==> config.mk <==
export PLATFORM = sky130hd
export DESIGN_NAME = per_port_token_bucket_table_top
export DESIGN_NICKNAME = d
export VERILOG_FILES = /design/src/hw/rtl/pptb_pkg.sv /design/src/hw/rtl/per_port_token_bucket_table_top.sv /design/src/hw/rtl/pptb_ram.sv
export VERILOG_INCLUDE_DIRS = /design/src /design/src/hw/rtl
export SDC_FILE = /design/constraint.sdc
export NUM_CORES = 2
export LEC_CHECK = 0
export ABC_AREA = 1
export BUFFER_PORTS_ARGS = -buffer_cell sky130_fd_sc_hd__buf_2
export CAP_MARGIN = 20
export CORE_AREA = 2 2 602 604
export DETAILED_ROUTE_END_ITERATION = 10
export DIE_AREA = 0 0 604 606
export HOLD_SLACK_MARGIN = 0.03
export REMOVE_ABC_BUFFERS = 1
export SYNTH_ARGS = -nofsm -noshare
export SYNTH_HDL_FRONTEND = slang
export SYNTH_SLANG_ARGS = --single-unit
export TNS_END_PERCENT = 50
==> constraint.sdc <==
create_clock -name clk_i -period 6.65 [get_ports clk_i]
set_input_delay 0.9975 -clock clk_i [delete_from_list [all_inputs] [get_ports clk_i]]
set_output_delay 0.9975 -clock clk_i [all_outputs]
set_load 0.02 [all_outputs]
==> src/hw/rtl/per_port_token_bucket_table_top_macros.svh <==
// ----------------------------------------------------------------------------
// Token bucket table assertion macros
// Concurrent assertion helpers on clk_i with rst_ni as the disable condition.
// ----------------------------------------------------------------------------
`ifndef PER_PORT_TOKEN_BUCKET_TABLE_TOP_MACROS_SVH
`define PER_PORT_TOKEN_BUCKET_TABLE_TOP_MACROS_SVH

`ifndef ASSERT_OFF
`define PPTB_ASSERT(lbl, prop, msg) \
  lbl: assert property (@(posedge clk_i) disable iff (!rst_ni) prop) else $error(msg);
`define PPTB_ASSERT_NEVER(lbl, cond, msg) \
  lbl: assert property (@(posedge clk_i) disable iff (!rst_ni) !(cond)) else $error(msg);
`else
`define PPTB_ASSERT(lbl, prop, msg)
`define PPTB_ASSERT_NEVER(lbl, cond, msg)
`endif

`endif

==> src/hw/rtl/pptb_pkg.sv <==
// ----------------------------------------------------------------------------
// Token bucket table package
// Field widths, request codes, defaults and the slot table entry type.
// ----------------------------------------------------------------------------
package pptb_pkg;

  localparam int NUM_SLOTS_DEF = 64;
  localparam int FRAC_BITS_DEF = 8;

  localparam int CAP_W  = 16;
  localparam int SLOT_W = 6;
  localparam int AMT_W  = 24;
  localparam int BAL_W  = 32;
  localparam int REQ_W  = 2;

  localparam logic [REQ_W-1:0] REQ_TICK    = 2'd0;
  localparam logic [REQ_W-1:0] REQ_CONSUME = 2'd1;
  localparam logic [REQ_W-1:0] REQ_SETNEED = 2'd2;
  localparam logic [REQ_W-1:0] REQ_NOP     = 2'd3;

  localparam logic [BAL_W-1:0] BAL_MAX = 32'h7FFF_FFFF;
  localparam logic [BAL_W-1:0] BAL_MIN = 32'h8000_0000;

  typedef struct packed {
    logic             active;
    logic [AMT_W-1:0] need;
    logic [BAL_W-1:0] bal;
  } entry_t;

endpackage

==> src/hw/rtl/per_port_token_bucket_table_top.sv <==
// ----------------------------------------------------------------------------
// Per-port token bucket table
// One token bucket per port slot, kept in a single RAM and walked by a
// small sequencer.
// ----------------------------------------------------------------------------
// After reset the block sweeps the slot RAM with busy high. A consume,
// set-need or no-op word is accepted on start while busy is low, reads
// its slot from the RAM, is handled in S_ITEM, and its result appears
// with result_valid_o as the block returns to idle; a new word is taken
// only once the last one has finished. A tick walks every slot through
// one shared add/compare unit, one slot per cycle.
// Each result is shown for one cycle only and cannot be held off, so the
// receiver must take it when result_valid_o is high. Capacity may be
// written on the cfg channel at any time the block is idle.
module per_port_token_bucket_table_top #(
  parameter int NUM_SLOTS = pptb_pkg::NUM_SLOTS_DEF,
  parameter int FRAC_BITS = pptb_pkg::FRAC_BITS_DEF
) (
  input  logic                        clk_i,
  input  logic                        rst_ni,
  input  logic                        cfg_valid_i,
  output logic                        cfg_ready_o,
  input  logic [pptb_pkg::CAP_W-1:0]  cfg_data_i,
  input  logic                        start,
  output logic                        busy,
  input  logic [pptb_pkg::REQ_W-1:0]  req_type_i,
  input  logic [pptb_pkg::SLOT_W-1:0] slot_i,
  input  logic [pptb_pkg::AMT_W-1:0]  amount_i,
  input  logic [pptb_pkg::AMT_W-1:0]  need_value_i,
  output logic                        result_valid_o,
  output logic                        send_request_o,
  output logic                        left_capacity_o,
  output logic                        at_capacity_o,
  output logic signed [pptb_pkg::BAL_W-1:0] balance_o
);

  localparam int AW      = (NUM_SLOTS > 1) ? $clog2(NUM_SLOTS) : 1;
  localparam int XW      = AW + pptb_pkg::SLOT_W;
  localparam int ENTRY_W = $bits(pptb_pkg::entry_t);
  localparam int CW      = pptb_pkg::CAP_W + 32;
  localparam logic [32:0]   ONE_X = 33'(1) << FRAC_BITS;
  localparam logic [AW-1:0] LAST  = AW'(NUM_SLOTS - 1);

  localparam logic [2:0] S_CLEAR = 3'd0;
  localparam logic [2:0] S_IDLE  = 3'd1;
  localparam logic [2:0] S_TICK  = 3'd2;
  localparam logic [2:0] S_ITEM  = 3'd3;

  logic [2:0]                  state_q, state_d;
  logic [AW-1:0]               idx_q, idx_d;
  logic [pptb_pkg::CAP_W-1:0]  cap_q;
  logic [pptb_pkg::REQ_W-1:0]  req_q;
  logic [AW-1:0]               saddr_q;
  logic                        sok_q;
  logic [pptb_pkg::AMT_W-1:0]  amt_q;
  logic [pptb_pkg::AMT_W-1:0]  need_q;
  logic                        grew_q, grew_d;
  logic                        sendacc_q, sendacc_d;
  logic [pptb_pkg::BAL_W-1:0]  tbal_q, tbal_d;
  logic                        full_q, full_d;
  logic                        rvalid_q, rvalid_d;
  logic                        send_q, send_d;
  logic                        left_q, left_d;
  logic [pptb_pkg::BAL_W-1:0]  bal_q, bal_d;

  logic                  ram_we;
  logic [AW-1:0]         ram_waddr;
  logic [AW-1:0]         ram_raddr;
  pptb_pkg::entry_t      ram_wdata;
  pptb_pkg::entry_t      ent;
  logic [ENTRY_W-1:0]    ram_rdata;

  logic [XW-1:0]              slot_x;
  logic [AW-1:0]              slot_addr;
  logic                       slot_ok;
  logic                       accept;
  logic [CW-1:0]              cap_w;
  logic [pptb_pkg::BAL_W-1:0] cap_sat;
  logic                       cap_lt;
  logic [32:0]                inc_sum;
  logic [pptb_pkg::BAL_W-1:0] inc_bal;
  logic [pptb_pkg::BAL_W-1:0] tick_bal;
  logic                       need_met;
  logic [pptb_pkg::BAL_W-1:0] cons_base;
  logic [32:0]                dif;
  logic [pptb_pkg::BAL_W-1:0] cons_bal;

  pptb_ram #(
    .WIDTH (ENTRY_W),
    .DEPTH (NUM_SLOTS)
  ) u_ram (
    .clk_i   (clk_i),
    .we_i    (ram_we),
    .waddr_i (ram_waddr),
    .wdata_i (ram_wdata),
    .raddr_i (ram_raddr),
    .rdata_o (ram_rdata)
  );

  assign ent = pptb_pkg::entry_t'(ram_rdata);

  assign slot_x    = XW'(slot_i);
  assign slot_addr = slot_x[AW-1:0];
  assign slot_ok   = slot_x < XW'(NUM_SLOTS);
  assign accept    = start && !busy;

  assign busy        = (state_q != S_IDLE);
  assign cfg_ready_o = 1'b1;

  // Capacity in fixed point, clamped to the largest balance.
  assign cap_w   = CW'(cap_q) << FRAC_BITS;
  assign cap_sat = (cap_w[CW-1:31] != '0) ? pptb_pkg::BAL_MAX : cap_w[31:0];

  // Shared arithmetic: one saturating add for a tick, one saturating
  // subtract for a consume.
  assign cap_lt   = $signed({{(CW - 31){ent.bal[31]}}, ent.bal}) < $signed({1'b0, cap_w});
  assign inc_sum  = {ent.bal[31], ent.bal} + ONE_X;
  assign inc_bal  = (inc_sum[32] != inc_sum[31]) ? pptb_pkg::BAL_MAX : inc_sum[31:0];
  assign tick_bal = cap_lt ? inc_bal : ent.bal;
  assign need_met = (ent.need != '0) &&
                    ($signed({tick_bal[31], tick_bal}) >= $signed({9'b0, ent.need}));

  assign cons_base = ent.active ? ent.bal : cap_sat;
  assign dif       = {cons_base[31], cons_base} - {9'b0, amt_q};
  assign cons_bal  = (dif[32] != dif[31]) ? pptb_pkg::BAL_MIN : dif[31:0];

  always_comb begin
    state_d   = state_q;
    idx_d     = idx_q;
    grew_d    = grew_q;
    sendacc_d = sendacc_q;
    tbal_d    = tbal_q;
    full_d    = full_q;
    rvalid_d  = 1'b0;
    send_d    = send_q;
    left_d    = left_q;
    bal_d     = bal_q;
    ram_we    = 1'b0;
    ram_waddr = idx_q;
    ram_wdata = '0;
    ram_raddr = '0;
    case (state_q)
      S_CLEAR: begin
        ram_we = 1'b1;
        idx_d  = AW'(idx_q + 1'b1);
        if (idx_q == LAST) begin
          state_d = S_IDLE;
        end
      end
      S_IDLE: begin
        ram_raddr = slot_addr;
        if (accept) begin
          if (req_type_i == pptb_pkg::REQ_TICK) begin
            ram_raddr = '0;
            idx_d     = '0;
            grew_d    = 1'b0;
            sendacc_d = 1'b0;
            tbal_d    = '0;
            state_d   = S_TICK;
          end else begin
            state_d = S_ITEM;
          end
        end
      end
      S_TICK: begin
        ram_raddr = AW'(idx_q + 1'b1);
        ram_waddr = idx_q;
        ram_wdata = '{active: 1'b1, need: ent.need, bal: tick_bal};
        if (ent.active) begin
          ram_we = cap_lt;
          if (cap_lt) begin
            grew_d = 1'b1;
          end
          if (need_met) begin
            sendacc_d = 1'b1;
          end
        end
        if (sok_q && (idx_q == saddr_q)) begin
          tbal_d = ent.active ? tick_bal : '0;
        end
        idx_d = AW'(idx_q + 1'b1);
        if (idx_q == LAST) begin
          state_d  = S_IDLE;
          rvalid_d = 1'b1;
          full_d   = !grew_d;
          send_d   = sendacc_d;
          left_d   = 1'b0;
          bal_d    = tbal_d;
        end
      end
      S_ITEM: begin
        ram_waddr = saddr_q;
        state_d   = S_IDLE;
        rvalid_d  = 1'b1;
        send_d    = 1'b0;
        left_d    = 1'b0;
        bal_d     = (sok_q && ent.active) ? ent.bal : '0;
        if (sok_q && (req_q == pptb_pkg::REQ_CONSUME)) begin
          ram_we    = 1'b1;
          ram_wdata = '{active: 1'b1, need: ent.need, bal: cons_bal};
          bal_d     = cons_bal;
          left_d    = full_q;
          full_d    = 1'b0;
        end else if (sok_q && (req_q == pptb_pkg::REQ_SETNEED)) begin
          ram_we    = 1'b1;
          ram_wdata = '{active: ent.active, need: need_q, bal: ent.bal};
        end
      end
      default: begin
        state_d = S_IDLE;
      end
    endcase
  end

  always_ff @(posedge clk_i or negedge rst_ni) begin
    if (!rst_ni) begin
      state_q   <= S_CLEAR;
      idx_q     <= '0;
      cap_q     <= '0;
      full_q    <= 1'b0;
      rvalid_q  <= 1'b0;
      grew_q    <= 1'b0;
      sendacc_q <= 1'b0;
    end else begin
      state_q   <= state_d;
      idx_q     <= idx_d;
      full_q    <= full_d;
      rvalid_q  <= rvalid_d;
      grew_q    <= grew_d;
      sendacc_q <= sendacc_d;
      if (cfg_valid_i && cfg_ready_o) begin
        cap_q <= cfg_data_i;
      end
    end
  end

  always_ff @(posedge clk_i) begin
    if (accept) begin
      req_q   <= req_type_i;
      saddr_q <= slot_addr;
      sok_q   <= slot_ok;
      amt_q   <= amount_i;
      need_q  <= need_value_i;
    end
    tbal_q <= tbal_d;
    send_q <= send_d;
    left_q <= left_d;
    bal_q  <= bal_d;
  end

  assign result_valid_o  = rvalid_q;
  assign send_request_o  = send_q;
  assign left_capacity_o = left_q;
  assign at_capacity_o   = full_q;
  assign balance_o       = $signed(bal_q);

`include "per_port_token_bucket_table_top_macros.svh"

  `PPTB_ASSERT(a_result_after_work, result_valid_o |-> ($past(state_q == S_TICK) || $past(state_q == S_ITEM)), "result without a finished word")
  `PPTB_ASSERT_NEVER(a_no_write_idle, (state_q == S_IDLE) && ram_we, "slot RAM written while idle")
  `PPTB_ASSERT(a_left_clears_full, (result_valid_o && left_capacity_o) |-> !at_capacity_o, "left capacity with flag still set")
  `PPTB_ASSERT(a_accept_goes_busy, accept |=> busy, "accepted word did not make the block busy")

endmodule

==> src/hw/rtl/pptb_ram.sv <==
// ----------------------------------------------------------------------------
// Token bucket table RAM
// Simple dual-port RAM: one write port, one read port with registered data.
// ----------------------------------------------------------------------------
module pptb_ram #(
  parameter int WIDTH = 8,
  parameter int DEPTH = 64,
  localparam int AW   = (DEPTH > 1) ? $clog2(DEPTH) : 1
) (
  input  logic             clk_i,
  input  logic             we_i,
  input  logic [AW-1:0]    waddr_i,
  input  logic [WIDTH-1:0] wdata_i,
  input  logic [AW-1:0]    raddr_i,
  output logic [WIDTH-1:0] rdata_o
);

  logic [WIDTH-1:0] mem_q [DEPTH];
  logic [WIDTH-1:0] rdata_q;

  always_ff @(posedge clk_i) begin
    if (we_i) begin
      mem_q[waddr_i] <= wdata_i;
    end
    rdata_q <= mem_q[raddr_i];
  end

  assign rdata_o = rdata_q;

endmodule
==> run metrics <==
largest area contributor in the netlist edfxtp_1; maximum vdd drop 0.229 mV; die width 604 um; main area contributors after synthesis edfxtp_1 70%, o211ai_1 7.3%, nand3_1 5.5%; Post-Synthesis Cells 13100; post-DP HPWL 282 mm; maximum clock frequency 171 MHz; average size of a mapped cell 12.3 um^2; Starting Density 44.8%; final number of max-transition violations 0; CTS tree done; placed instance count 17500; nets 13300; met2 WL post-DR 251 mm; Post-synth ARST share 0.726%; Max-Cap Viols 0; Rows 221; vias in the first global route 99600; total power 49.3 mW; synthesis-stage register bit count 3855; RSZ-0062 raised after global routing false; CTS resizes 0; DR WL/cell 29.7 um; router iterations before antenna repair 7; # H-tree levels 5; crit path buf inv count 6; Post-CTS Hold Buffers 0; most used cell, CP buf_4; sequential share of the synthesized area 71.3%; P_leak 60.4 nW; Fin Hold WS 170 ps; clk slew on worst S/H paths 60 ps; Slowest Stage Delay on Critical Path 630 ps; DR vias 107000; setup repair bufs after CTS 0; Hold/Removal Path Class in -> reg; post-synth cell types 50; pin count of the biggest net entering global routing 214; DIE HEIGHT 606 um; post-route insts no fill 18300; delay-heaviest family, CP buffers and inverters; Routed met3 length 47.0 mm; CP max stage cell dfxtp_2; initial antenna violation count 19; drt via density 5.87; commonest cells after routing, fill and taps aside 3770 x edfxtp_1, 2192 x nand2_1, 1777 x nand3_1; I/O Buffers 112; Final ANT Viol Nets 0; Top FF cell, synth edfxtp_1; Tightest Pin Transition 1210 ps; Worst Path Required 7390 ps; All-Layer GR Usage 29.1%; placer congestion estimate 0.949; clock sinks 3855; insertion delay to the later sink of the worst-skew pair 1010 ps; core area 360000 um^2; CTS Buf Count 406; Worst Path Class, Setup reg -> reg; top-area cell type share of the netlist area 70.2%; WL final 543 mm; first-pass GRT wire length 757 mm; commonest non-fill, non-tap cell in the layout edfxtp_1; # setup viols final 0; crit end category register; Startpoint Class register; Worst Path Arrival 6600 ps; Relative slew margins 19.3%; number of synthesized flops with an enable pin 3770; M1 wire length 212 mm; CP max FO 34; global route overflow 0; Yosys warning count 0; area delta synth->final 13.3%; Fin. Hold Viols 0; Max Used Layer met5; layout cells sized above 1 10.2%; power per cell area 270 nW/um^2; Worst Skew 82.5 ps; CTS Buffer Depth 4; I/O pin cnt 114; share of the clock period used by the worst path 88.2%; die area 366000 um^2; Starting DRT DRC Count 14300; Synth Cell Area 161000 um^2; FILL cells 30700; final worst path period need 5860 ps; DRC viols 0; Fin Setup TNS 0 ps; clk root buf clkbuf_16; status finished clean; crit-path cells buf_12 > buf_4 > nand2_1 > o21ai_0 > ha_1 > a21oi_1 > a21boi_0 > o211ai_1 > nor2_1 > nand2_1 > nor4_1 > xor2_1 > ha_1 > nor2_2 > buf_4 > inv_1 > nor2_2 > buf_4 > nand3_1 > o221ai_4 > buf_4
-- layer usage --
| layer | track usage [%] | vias to the layer above |
|---|---|---|
| met4 | 15.4 | 4 |
| met5 | 0 | - |
| li1 | - | 47200 |
| met1 | 38.6 | 53800 |
| met3 | 4.34 | 1111 |
| met2 | 46.5 | 5267 |
-- sequential cells by signal, indices dropped and copies added (netlist names), 2 cells and up --
signal,flops
saddr_q,6
u_ram.rdata_o,57
cap_q,16
tbal_q,32
u_ram.mem_q,3648
amt_q,24
state_q,2
need_q,24
req_q,2
idx_q,6
balance_o,32
-- final timing paths --
check | end | startpoint | cells past startpoint | slack [ps]
worst min-delay path | amt_q[23]$_DFFE_PP_ | amount_i[23] | 1 | 170
min in group asynchronous | cap_q[14]$_DFFE_PN0P_ | rst_ni | 1 | 190
worst max-delay path | u_ram.mem_q[53][17]$_DFFE_PP_ | u_ram.rdata_o[56]$_DFF_P_ | 21 | 790
worst min register to register | sendacc_q$_DFFE_PN0P_ | sendacc_q$_DFFE_PN0P_ | 2 | 540
max in group asynchronous | cap_q[3]$_DFFE_PN0P_ | rst_ni | 1 | 5770
worst max register to register | u_ram.mem_q[53][17]$_DFFE_PP_ | u_ram.rdata_o[56]$_DFF_P_ | 21 | 790
-- power by group --
group	switching, mW	leakage (nW)	internal, mW	total, mW
sequential	0.00250	27.1	26.3	26.3
combinational	0.0776	26.7	0.0284	0.106
clock	9.78	6.57	13.2	22.9
-- kinds of logic (layout without fill, tap and decap cells) --
| group | after synthesis | count (layout) | share of synthesized area, % |
|---|---|---|---|
| simple gates | 4737 | 4737 | 13.2 |
| flops | 3855 | 3855 | 71.3 |
| buf+inv | 2313 | 2693 | 5.77 |
| compound gates | 2076 | 2076 | 8.97 |
| fa+ha+maj | 74 | 74 | 0.578 |
| xor+xnor | 24 | 24 | 0.130 |
| other cells | 1 | 36 | 0.00232 |
-- cell usage after synthesis, types with 18 or more instances --
master / n
nand4_1: 29
o211ai_1: 1561
o21ai_1: 76
dfxtp_1: 57
buf_2: 437
nand2_1: 2198
or2_1: 287
o21ai_0: 300
edfxtp_1: 3770
inv_1: 1460
ha_1: 73
a21oi_1: 67
o22ai_1: 25
dfrtp_1: 28
or2_0: 20
nor2_1: 209
clkbuf_1: 281
nor3_1: 27
buf_4: 18
nand3_1: 1779
buf_1: 103
or2_2: 170
-- per-stage QoR --
step | cell area (um^2) | utilization, % | setup WS [ps]
after floorplan | 158000 | - | -61870
after global placement | 169000 | 47.0 | 1030
after detailed placement | 169000 | 47.0 | 934
after CTS | 183000 | 50.7 | 903
after global routing | 183000 | 50.8 | 566
final | 183000 | 50.8 | 788
-- worst reg2reg max path, delay by kind of cell, from the launching register on --
kind            cells  cell delay (ps)
compound gates      5             1170
fa+ha+maj           2              580
flops               1              630
xor+xnor            1              190
buf+inv             6             1700
simple gates        7             1350
-- final cells by class --
| class | instances | area (um^2) | area share, % |
|---|---|---|---|
| clock inverters | 239 | 2510 | 1.37 |
| clock buffers | 517 | 10900 | 5.97 |
| inverters | 1471 | 5570 | 3.04 |
| diodes | 35 | 87.6 | 0.0479 |
| well taps | 4794 | 6000 | 3.28 |
| repair buffers | 466 | 4530 | 2.48 |
| multi-input cells | 6912 | 38200 | 20.9 |
| flip-flops and latches | 3855 | 115000 | 62.9 |
(Power assumes the default switching activity.)
